[src/rtl/cor_pkg.sv]
// ----------------------------------------------------------------------------
// cor_pkg: shared types and constants of the circle octant rasterizer
// Command codes, the column record handed from the step unit to the pixel
// serializer, the pixel record, and the fixed-point factor for the column limit.
// ----------------------------------------------------------------------------
`default_nettype none

package cor_pkg;

    localparam logic CmdStart   = 1'b0;
    localparam logic CmdAdvance = 1'b1;

    // col_limit = floor(radius * 0.70710678), done as radius * LimMul >> LimShift.
    // LimMul is the factor rounded up, and the error stays below the smallest
    // nonzero fraction for any 10-bit radius.
    localparam int unsigned LimShift = 37;
    localparam int unsigned LimMulW  = 37;
    localparam logic [63:0] LimNum   = 64'd70710678 << LimShift;
    localparam logic [63:0] LimMul64 = (LimNum + 64'd99999999) / 64'd100000000;
    localparam logic [LimMulW-1:0] LimMul = LimMul64[LimMulW-1:0];

    // One column as seen by the pixel serializer
    typedef struct packed {
        logic               idle;   // advance while idle: single dummy pixel
        logic [10:0]        col;
        logic signed [10:0] row;
        logic [9:0]         ctr_x;
        logic [9:0]         ctr_y;
        logic [1:0]         color;
        logic               done;
    } t_col;

    typedef struct packed {
        logic signed [11:0] px;
        logic signed [11:0] py;
        logic [1:0]         color;
        logic               inb;
        logic               last;
        logic               done;
    } t_pix;

endpackage

`default_nettype wire

[src/rtl/cor_column_step.sv]
// ----------------------------------------------------------------------------
// cor_column_step: circle state and per-column midpoint step
// Holds the center, row, squared terms and step term, and on each loaded
// item forms the column record and updates the state for the next column.
// ----------------------------------------------------------------------------
`default_nettype none

module cor_column_step (
    input  wire logic        i_clk,
    input  wire logic        i_rst_n,
    input  wire logic        i_load,
    input  wire logic        i_cmd,
    input  wire logic [9:0]  i_ctr_x,
    input  wire logic [9:0]  i_ctr_y,
    input  wire logic [9:0]  i_radius,
    input  wire logic [1:0]  i_color,
    output cor_pkg::t_col    o_col
);

    logic [9:0]         r_ctr_x, n_ctr_x;
    logic [9:0]         r_ctr_y, n_ctr_y;
    logic [10:0]        r_col, n_col;
    logic signed [10:0] r_row, n_row;
    logic [20:0]        r_sq_cur, n_sq_cur;
    logic signed [21:0] r_sq_track, n_sq_track;
    logic signed [11:0] r_step, n_step;
    logic [9:0]         r_col_limit, n_col_limit;
    logic [1:0]         r_color, n_color;
    logic               r_active, n_active;

    logic signed [22:0] w_diff;
    logic signed [22:0] w_step_x;
    logic signed [22:0] w_sq_sub;
    logic               w_drop;
    logic               w_done;
    logic signed [10:0] w_row_adv;
    logic               w_r0;
    logic signed [10:0] w_row_st;
    logic [19:0]        w_sq_st;
    logic [46:0]        w_lim_prod;
    logic               w_start;

    assign w_start  = (i_cmd == cor_pkg::CmdStart);

    // Advance: row drops when sq_cur - sq_track >= step_term
    assign w_diff    = $signed({2'b00, r_sq_cur}) - $signed({r_sq_track[21], r_sq_track});
    assign w_step_x  = $signed({{11{r_step[11]}}, r_step});
    assign w_drop    = (w_diff >= w_step_x);
    assign w_sq_sub  = $signed({2'b00, r_sq_cur}) - w_step_x;
    assign w_row_adv = w_drop ? (r_row - 11'sd1) : r_row;
    assign w_done    = (r_col == ({1'b0, r_col_limit} + 11'd1));

    // Start: both squared terms equal, so the row drops only for a zero radius
    assign w_r0       = (i_radius == 10'd0);
    assign w_row_st   = w_r0 ? -11'sd1 : $signed({1'b0, i_radius});
    assign w_sq_st    = {10'd0, i_radius} * {10'd0, i_radius};
    assign w_lim_prod = {37'd0, i_radius} * {10'd0, cor_pkg::LimMul};

    always_comb begin
        n_ctr_x     = r_ctr_x;
        n_ctr_y     = r_ctr_y;
        n_col       = r_col;
        n_row       = r_row;
        n_sq_cur    = r_sq_cur;
        n_sq_track  = r_sq_track;
        n_step      = r_step;
        n_col_limit = r_col_limit;
        n_color     = r_color;
        n_active    = r_active;
        if (i_load) begin
            if (w_start) begin
                n_ctr_x     = i_ctr_x;
                n_ctr_y     = i_ctr_y;
                n_color     = i_color;
                n_col       = 11'd1;
                n_row       = w_row_st;
                n_sq_cur    = {1'b0, w_sq_st} + {20'd0, w_r0};
                n_sq_track  = $signed({2'b00, w_sq_st}) + 22'sd3;
                n_step      = w_r0 ? -12'sd3 : ($signed({1'b0, i_radius, 1'b0}) - 12'sd1);
                n_col_limit = w_lim_prod[46:37];
                n_active    = 1'b1;
            end else if (r_active) begin
                n_col      = r_col + 11'd1;
                n_row      = w_row_adv;
                if (w_drop) begin
                    n_sq_cur = w_sq_sub[20:0];
                    n_step   = r_step - 12'sd2;
                end
                n_sq_track = r_sq_track + 22'sd3 - $signed({10'd0, r_col, 1'b0});
                n_active   = !w_done;
            end
        end
    end

    always_ff @(posedge i_clk) begin
        if (!i_rst_n) begin
            r_ctr_x     <= '0;
            r_ctr_y     <= '0;
            r_col       <= '0;
            r_row       <= '0;
            r_sq_cur    <= '0;
            r_sq_track  <= '0;
            r_step      <= '0;
            r_col_limit <= '0;
            r_color     <= '0;
            r_active    <= 1'b0;
        end else begin
            r_ctr_x     <= n_ctr_x;
            r_ctr_y     <= n_ctr_y;
            r_col       <= n_col;
            r_row       <= n_row;
            r_sq_cur    <= n_sq_cur;
            r_sq_track  <= n_sq_track;
            r_step      <= n_step;
            r_col_limit <= n_col_limit;
            r_color     <= n_color;
            r_active    <= n_active;
        end
    end

    always_comb begin
        o_col.idle  = !w_start && !r_active;
        o_col.col   = w_start ? 11'd0 : r_col;
        o_col.row   = w_start ? w_row_st : w_row_adv;
        o_col.ctr_x = w_start ? i_ctr_x : r_ctr_x;
        o_col.ctr_y = w_start ? i_ctr_y : r_ctr_y;
        o_col.color = w_start ? i_color : r_color;
        o_col.done  = w_start ? 1'b0 : w_done;
    end

endmodule

`default_nettype wire

[src/rtl/cor_pixel_emit.sv]
// ----------------------------------------------------------------------------
// cor_pixel_emit: column register and eight-way mirror serializer
// Holds one column record and sends its mirrored pixels one per transfer,
// with the canvas clip flag and the run and circle end marks.
// ----------------------------------------------------------------------------
`default_nettype none

module cor_pixel_emit #(
    parameter int CANVAS_SIZE = 1024
) (
    input  wire logic          i_clk,
    input  wire logic          i_rst_n,
    input  wire logic          i_load,
    input  wire cor_pkg::t_col i_col,
    output logic               o_free,
    output logic               o_valid,
    input  wire logic          i_ready,
    output cor_pkg::t_pix      o_pix
);

    localparam logic signed [13:0] CanvasLim = 14'(CANVAS_SIZE);

    logic          r_vld;
    logic [2:0]    r_idx;
    cor_pkg::t_col r_col;

    logic               w_last;
    logic               w_xfer;
    logic signed [11:0] w_u;
    logic signed [11:0] w_v;
    logic signed [11:0] w_first;
    logic signed [11:0] w_second;
    logic signed [13:0] w_fx;
    logic signed [13:0] w_fy;
    logic signed [13:0] w_px;
    logic signed [13:0] w_py;
    logic               w_inb;

    assign w_last  = r_col.idle || (r_idx == 3'd7);
    assign w_xfer  = r_vld && i_ready;
    assign o_free  = !r_vld || (w_xfer && w_last);
    assign o_valid = r_vld;

    always_ff @(posedge i_clk) begin
        if (!i_rst_n) begin
            r_vld <= 1'b0;
            r_idx <= '0;
        end else if (i_load) begin
            r_vld <= 1'b1;
            r_idx <= '0;
        end else if (w_xfer) begin
            if (w_last) begin
                r_vld <= 1'b0;
            end else begin
                r_idx <= r_idx + 3'd1;
            end
        end
    end

    always_ff @(posedge i_clk) begin
        if (i_load) begin
            r_col <= i_col;
        end
    end

    // Mirror: bit 2 swaps the axes, bits 1 and 0 negate the x and y terms after the swap
    assign w_u      = $signed({1'b0, r_col.col});
    assign w_v      = $signed({r_col.row[10], r_col.row});
    assign w_first  = r_idx[2] ? w_v : w_u;
    assign w_second = r_idx[2] ? w_u : w_v;
    assign w_fx     = $signed({{2{w_first[11]}}, w_first});
    assign w_fy     = $signed({{2{w_second[11]}}, w_second});
    assign w_px     = (r_idx[1] ? -w_fx : w_fx) + $signed({4'd0, r_col.ctr_x});
    assign w_py     = (r_idx[0] ? -w_fy : w_fy) + $signed({4'd0, r_col.ctr_y});
    assign w_inb    = (w_px >= 14'sd0) && (w_px < CanvasLim)
                   && (w_py >= 14'sd0) && (w_py < CanvasLim);

    always_comb begin
        o_pix.color = r_col.color;
        o_pix.last  = w_last;
        if (r_col.idle) begin
            o_pix.px   = '0;
            o_pix.py   = '0;
            o_pix.inb  = 1'b0;
            o_pix.done = 1'b1;
        end else begin
            o_pix.px   = w_px[11:0];
            o_pix.py   = w_py[11:0];
            o_pix.inb  = w_inb;
            o_pix.done = r_col.done && (r_idx == 3'd7);
        end
    end

endmodule

`default_nettype wire

[src/rtl/circle_octant_rasterizer_unit.sv]
// ----------------------------------------------------------------------------
// circle_octant_rasterizer_unit: incremental midpoint circle rasterizer
// Start items load a circle, advance items step one column; every column
// comes out as eight mirrored pixel transfers.
// ----------------------------------------------------------------------------
// A start item (tuser = 0) loads center, radius and color and emits column 0;
// each advance item (tuser = 1) emits the next column. Every column leaves as
// eight pixel transfers, one per cycle while tready holds, in the order (x,y) (x,-y)
// (-x,y) (-x,-y) (y,x) (y,-x) (-y,x) (-y,-x) around the center, with tlast on the
// eighth; the eighth pixel of the final column also raises circle_done. An
// advance with no circle in progress yields one pixel at (0,0) with in_bounds
// clear and tlast and circle_done set. The pace is set by the single-pixel
// output serializer; the next item is taken into the input register and
// stepped into the column register while the previous column drains, so a
// column follows the last pixel of the one before with no gap.
`default_nettype none

module circle_octant_rasterizer_unit #(
    parameter int CANVAS_SIZE = 1024
) (
    input  wire logic        i_clk,
    input  wire logic        i_rst_n,
    input  wire logic        i_s_tvalid,
    output logic             o_s_tready,
    input  wire logic [31:0] i_s_tdata,   // center_x[9:0] center_y[19:10] radius[29:20] color[31:30]
    input  wire logic [0:0]  i_s_tuser,   // cmd[0]
    output logic             o_m_tvalid,
    input  wire logic        i_m_tready,
    output logic [31:0]      o_m_tdata,   // pixel_x[11:0] pixel_y[23:12] pixel_color[25:24] zero[31:26]
    output logic [1:0]       o_m_tuser,   // in_bounds[0] circle_done[1]
    output logic             o_m_tlast    // last_of_run
);

    logic          r_in_vld;
    logic          r_in_cmd;
    logic [31:0]   r_in_data;

    logic          w_free;
    logic          w_take;
    cor_pkg::t_col w_col;
    cor_pkg::t_pix w_pix;

    assign w_take     = r_in_vld && w_free;
    assign o_s_tready = !r_in_vld || w_free;

    always_ff @(posedge i_clk) begin
        if (!i_rst_n) begin
            r_in_vld <= 1'b0;
        end else if (o_s_tready) begin
            r_in_vld <= i_s_tvalid;
        end
    end

    // hold the payload until the step unit takes it
    always_ff @(posedge i_clk) begin
        if (o_s_tready && i_s_tvalid) begin
            r_in_cmd  <= i_s_tuser[0];
            r_in_data <= i_s_tdata;
        end
    end

    cor_column_step u_step (
        .i_clk    (i_clk),
        .i_rst_n  (i_rst_n),
        .i_load   (w_take),
        .i_cmd    (r_in_cmd),
        .i_ctr_x  (r_in_data[9:0]),
        .i_ctr_y  (r_in_data[19:10]),
        .i_radius (r_in_data[29:20]),
        .i_color  (r_in_data[31:30]),
        .o_col    (w_col)
    );

    cor_pixel_emit #(
        .CANVAS_SIZE (CANVAS_SIZE)
    ) u_emit (
        .i_clk   (i_clk),
        .i_rst_n (i_rst_n),
        .i_load  (w_take),
        .i_col   (w_col),
        .o_free  (w_free),
        .o_valid (o_m_tvalid),
        .i_ready (i_m_tready),
        .o_pix   (w_pix)
    );

    assign o_m_tdata = {6'd0, w_pix.color, w_pix.py, w_pix.px};
    assign o_m_tuser = {w_pix.done, w_pix.inb};
    assign o_m_tlast = w_pix.last;

endmodule

`default_nettype wire

[config.mk]
export PLATFORM = sky130hd
export DESIGN_NAME = circle_octant_rasterizer_unit
export DESIGN_NICKNAME = d
export VERILOG_FILES = /design/src/rtl/cor_pkg.sv /design/src/rtl/cor_column_step.sv /design/src/rtl/cor_pixel_emit.sv /design/src/rtl/circle_octant_rasterizer_unit.sv
export SDC_FILE = /design/constraint.sdc
export NUM_CORES = 1
export LEC_CHECK = 0
export BUFFER_PORTS_ARGS = -buffer_cell sky130_fd_sc_hd__buf_4
export CORE_MARGIN = 1
export CORE_UTILIZATION = 55
export CTS_CLUSTER_SIZE = 20
export DETAILED_ROUTE_END_ITERATION = 10
export GPL_TIMING_DRIVEN = 0
export PLACE_DENSITY = 0.72
export SLEW_MARGIN = 20
export SYNTH_ARGS = -nofsm -noshare
export SYNTH_HDL_FRONTEND = slang
export SYNTH_SLANG_ARGS = --single-unit
export TNS_END_PERCENT = 100
[constraint.sdc]
create_clock -name i_clk -period 15.4 [get_ports i_clk]
set_clock_uncertainty 0.2 [all_clocks]
set_input_delay 0.77 -clock i_clk [delete_from_list [all_inputs] [get_ports i_clk]]
set_output_delay 0.77 -clock i_clk [all_outputs]
set_load 0.05 [all_outputs]
==> flow_metrics.tcl <==
set metrics [dict create \
    outcome "finished with violations" \
    violations "design-rule violations" \
    critPathArrivalTime_ps 9080 \
    instances_no_fill 3039 \
    numCtsBuffers 17 \
    finalHoldViolations 0 \
    p_sw_share_pct 51.6 \
    vias 18300 \
    power.internal_mw 2.40 \
    met1_length_um 25700 \
    hpwl_um 48800 \
    period_needed_ps 8910 \
    rows 72 \
    ys.flop_type "dfxtp_1" \
    via_per_inst 6.01 \
    maxSlewViolCount 0 \
    wire_per_inst_um 20.2 \
    worst_skew_pair.late_latency_ps 450 \
    core_area_sq_um 38700 \
    synth_cell_types 83 \
    postCtsSetupBuffers 0 \
    drc 1 \
    wl_um 61200 \
    fill_cells 3383 \
    vdd_drop_max_mv 0.230 \
    fin_ws_ps 6490 \
    worst_slew_pin_slew_ps 1190 \
    async_flop_share_pct 0 \
    p_leak_nw 10.6 \
    io_buffers 67 \
    synthCells 2414 \
    postLayoutCoreUtil_pct 60.7 \
    seqPwrFrac_pct 14.3 \
    ctsLongestPathBuffers 2 \
    end_kind "flop" \
    synth_top_cell_area_share_pct 19.0 \
    start_kind "flop" \
    syn_avg_cell_area_sq_um 8.96 \
    switchingPower_mw 2.55 \
    h-tree-depth 4 \
    drtAntennaViolNets 0 \
    drtIter0Drc 1585 \
    top_layer_used "met5" \
    area_growth_pct 8.62 \
    worstPathRequired_ps 15570 \
    io_pins 74 \
    synth_area_leaders "ha_1 (19%), fa_1 (14%), edfxtp_1 (11%)" \
    cts_resized 0 \
    dp_slack_ps 6950 \
    grt_pass1_wl_um 96900 \
    seqCellArea_sq_um 4670 \
    grt-ovfl-total 0 \
    die_w_um 200 \
    grt_antenna_before_repair 1 \
    cellPowerDensity_nw_per_um2 211 \
    placed_area_sq_um 22900 \
    p_comb_share_pct 76.4 \
    rsz0062_at_grt "false" \
    crit_fanout 17 \
    synth_edf_count 79 \
    hold_buffers 0 \
    wl_met2_um 28600 \
    period_share_pct 57.8 \
    power.total_mw 4.95 \
    setup_violations 0 \
    syn-cell-area_sq_um 21600 \
    synth_commonest_cells "ha_1 (329), inv_1 (306), nor2_1 (212), nand2_1 (159), fa_1 (150)" \
    synth_seq_cells 194 \
    clk_pin_slew_worst_paths_ps 70 \
    multi_input_area_sq_um 15500 \
    clkPwrFrac_pct 9.4 \
    grtUsageTotal_pct 30.6 \
    ys_warn_count 0 \
    max_freq_mhz 112 \
    grt_max_degree 27 \
    nNetsFinal 3024 \
    grt_pass1_vias 18100 \
    yosys.area.top_type "ha_1" \
    dp_cells 3007 \
    ys_seq_area_share_pct 21.6 \
    hp-class "reg -> reg" \
    critPathKind "reg -> reg" \
    dieHeight_um 200 \
    tns_ps 0 \
    die_area_sq_um 40100 \
    drtPass1Iterations 9 \
    final_area_sq_um 23500 \
    gp_congestion 1.01 \
    drive_gt1_share_pct 6.78 \
    max-slew-margin-rel_pct 20.3 \
    cts.sinks 194 \
    cts_tree "done" \
    root_buffer "clkbuf_16" \
    start_util_pct 55.8 \
    antenna_cells 0 \
    drv_cap 0 \
    wl_met3_um 4810 \
    holdWs_ps 286 \
    yosysMostFrequentCell "ha_1" \
]
[cell type report]
type | instances | share of cell area [%]
repair buffers | 70 | 2.46
well taps | 518 | 2.76
plain buffers | 75 | 1.36
flip-flops and latches | 194 | 19.9
clock inverters | 13 | 0.708
inverters | 310 | 4.95
multi-input cells | 1840 | 66.0
clock buffers | 19 | 1.84
[power by group through the flow]
stage | clock, mW | sequential [mW] | combinational (mW)
final | 0.464 | 0.706 | 3.78
after global placement | 0 | 0.713 | 3.56
after CTS | 0.466 | 0.703 | 3.71
after floorplan | 0 | 0.683 | 2.80
after detailed placement | 0 | 0.715 | 3.67
after global routing | 0.484 | 0.714 | 4.20
[state kept, by name, summed over array words and instances, names as in the netlist]
| signal | flops |
|---|---|
| u_emit.r_col | 44 |
| u_step.r_col_limit | 10 |
| u_step.r_color | 2 |
| u_step.r_sq_cur | 21 |
| r_in_vld | 1 |
| u_step.r_ctr_y | 10 |
| u_step.r_active | 1 |
| u_emit.o_valid | 1 |
| u_step.r_col | 11 |
| u_step.r_ctr_x | 10 |
| r_in_data | 32 |
| u_step.r_row | 11 |
| u_emit.o_pix | 2 |
| u_emit.r_idx | 3 |
| r_in_cmd | 1 |
| u_step.r_step | 12 |
| u_step.r_sq_track | 22 |
[per-layer routing]
layer | vias to the layer above | GRT usage (%)
li1 | 8544 | -
met1 | 8811 | 40.0
met2 | 769 | 50.6
met3 | 149 | 4.90
met4 | 2 | 12.2
met5 | - | 0
[final timing paths]
kind	slack (ps)	start	endpoint	cells past startpoint
worst max register to register	6490	r_in_data[23]	u_step.r_sq_track[19]	23
worst max-delay path	6490	r_in_data[23]	u_step.r_sq_track[19]	23
worst min register to register	290	u_step.r_sq_track[15]	u_step.r_sq_track[15]	2
worst min-delay path	290	u_step.r_sq_track[15]	u_step.r_sq_track[15]	2
[kinds of logic (layout without fill, tap and decap cells)]
| kind of cell | after synthesis | in the layout | synth area share [%] |
|---|---|---|---|
| fa+ha+maj | 479 | 479 | 32.9 |
| buf+inv | 385 | 487 | 6.85 |
| flops | 194 | 194 | 21.6 |
| compound gates | 507 | 507 | 15.1 |
| mux | 81 | 81 | 3.89 |
| xor+xnor | 161 | 161 | 6.52 |
| other cells | 1 | 6 | 0.0173 |
| simple gates | 606 | 606 | 13.1 |
[critical path, cell delays in order, from the launching register on]
cell,delay (ps)
edfxtp_1,1100
clkinv_1,870
nor2_1,420
inv_1,90
fa_1,360
inv_1,70
fa_1,420
fa_1,490
fa_1,540
inv_1,50
fa_1,400
inv_1,60
ha_1,220
clkbuf_1,200
a21o_1,240
a31oi_1,230
a21oi_1,110
a211oi_1,970
o311ai_1,550
nor4_4,510
nand4_2,200
nor2_2,170
xnor2_1,100
a211oi_2,240
[cells in the final DEF (no fill, tap or decap), types with 36 or more instances in the layout]
cell type / n
a21o_1: 42
a21oi_1: 143
buf_4: 76
clkbuf_1: 56
dfxtp_1: 115
edfxtp_1: 79
fa_1: 150
ha_1: 329
inv_1: 305
mux2i_1: 56
nand2_1: 159
nand3_1: 36
nor2_1: 212
nor3_1: 57
o21ai_0: 102
xnor2_1: 103
xor2_1: 58
(Power assumes the default switching activity.)
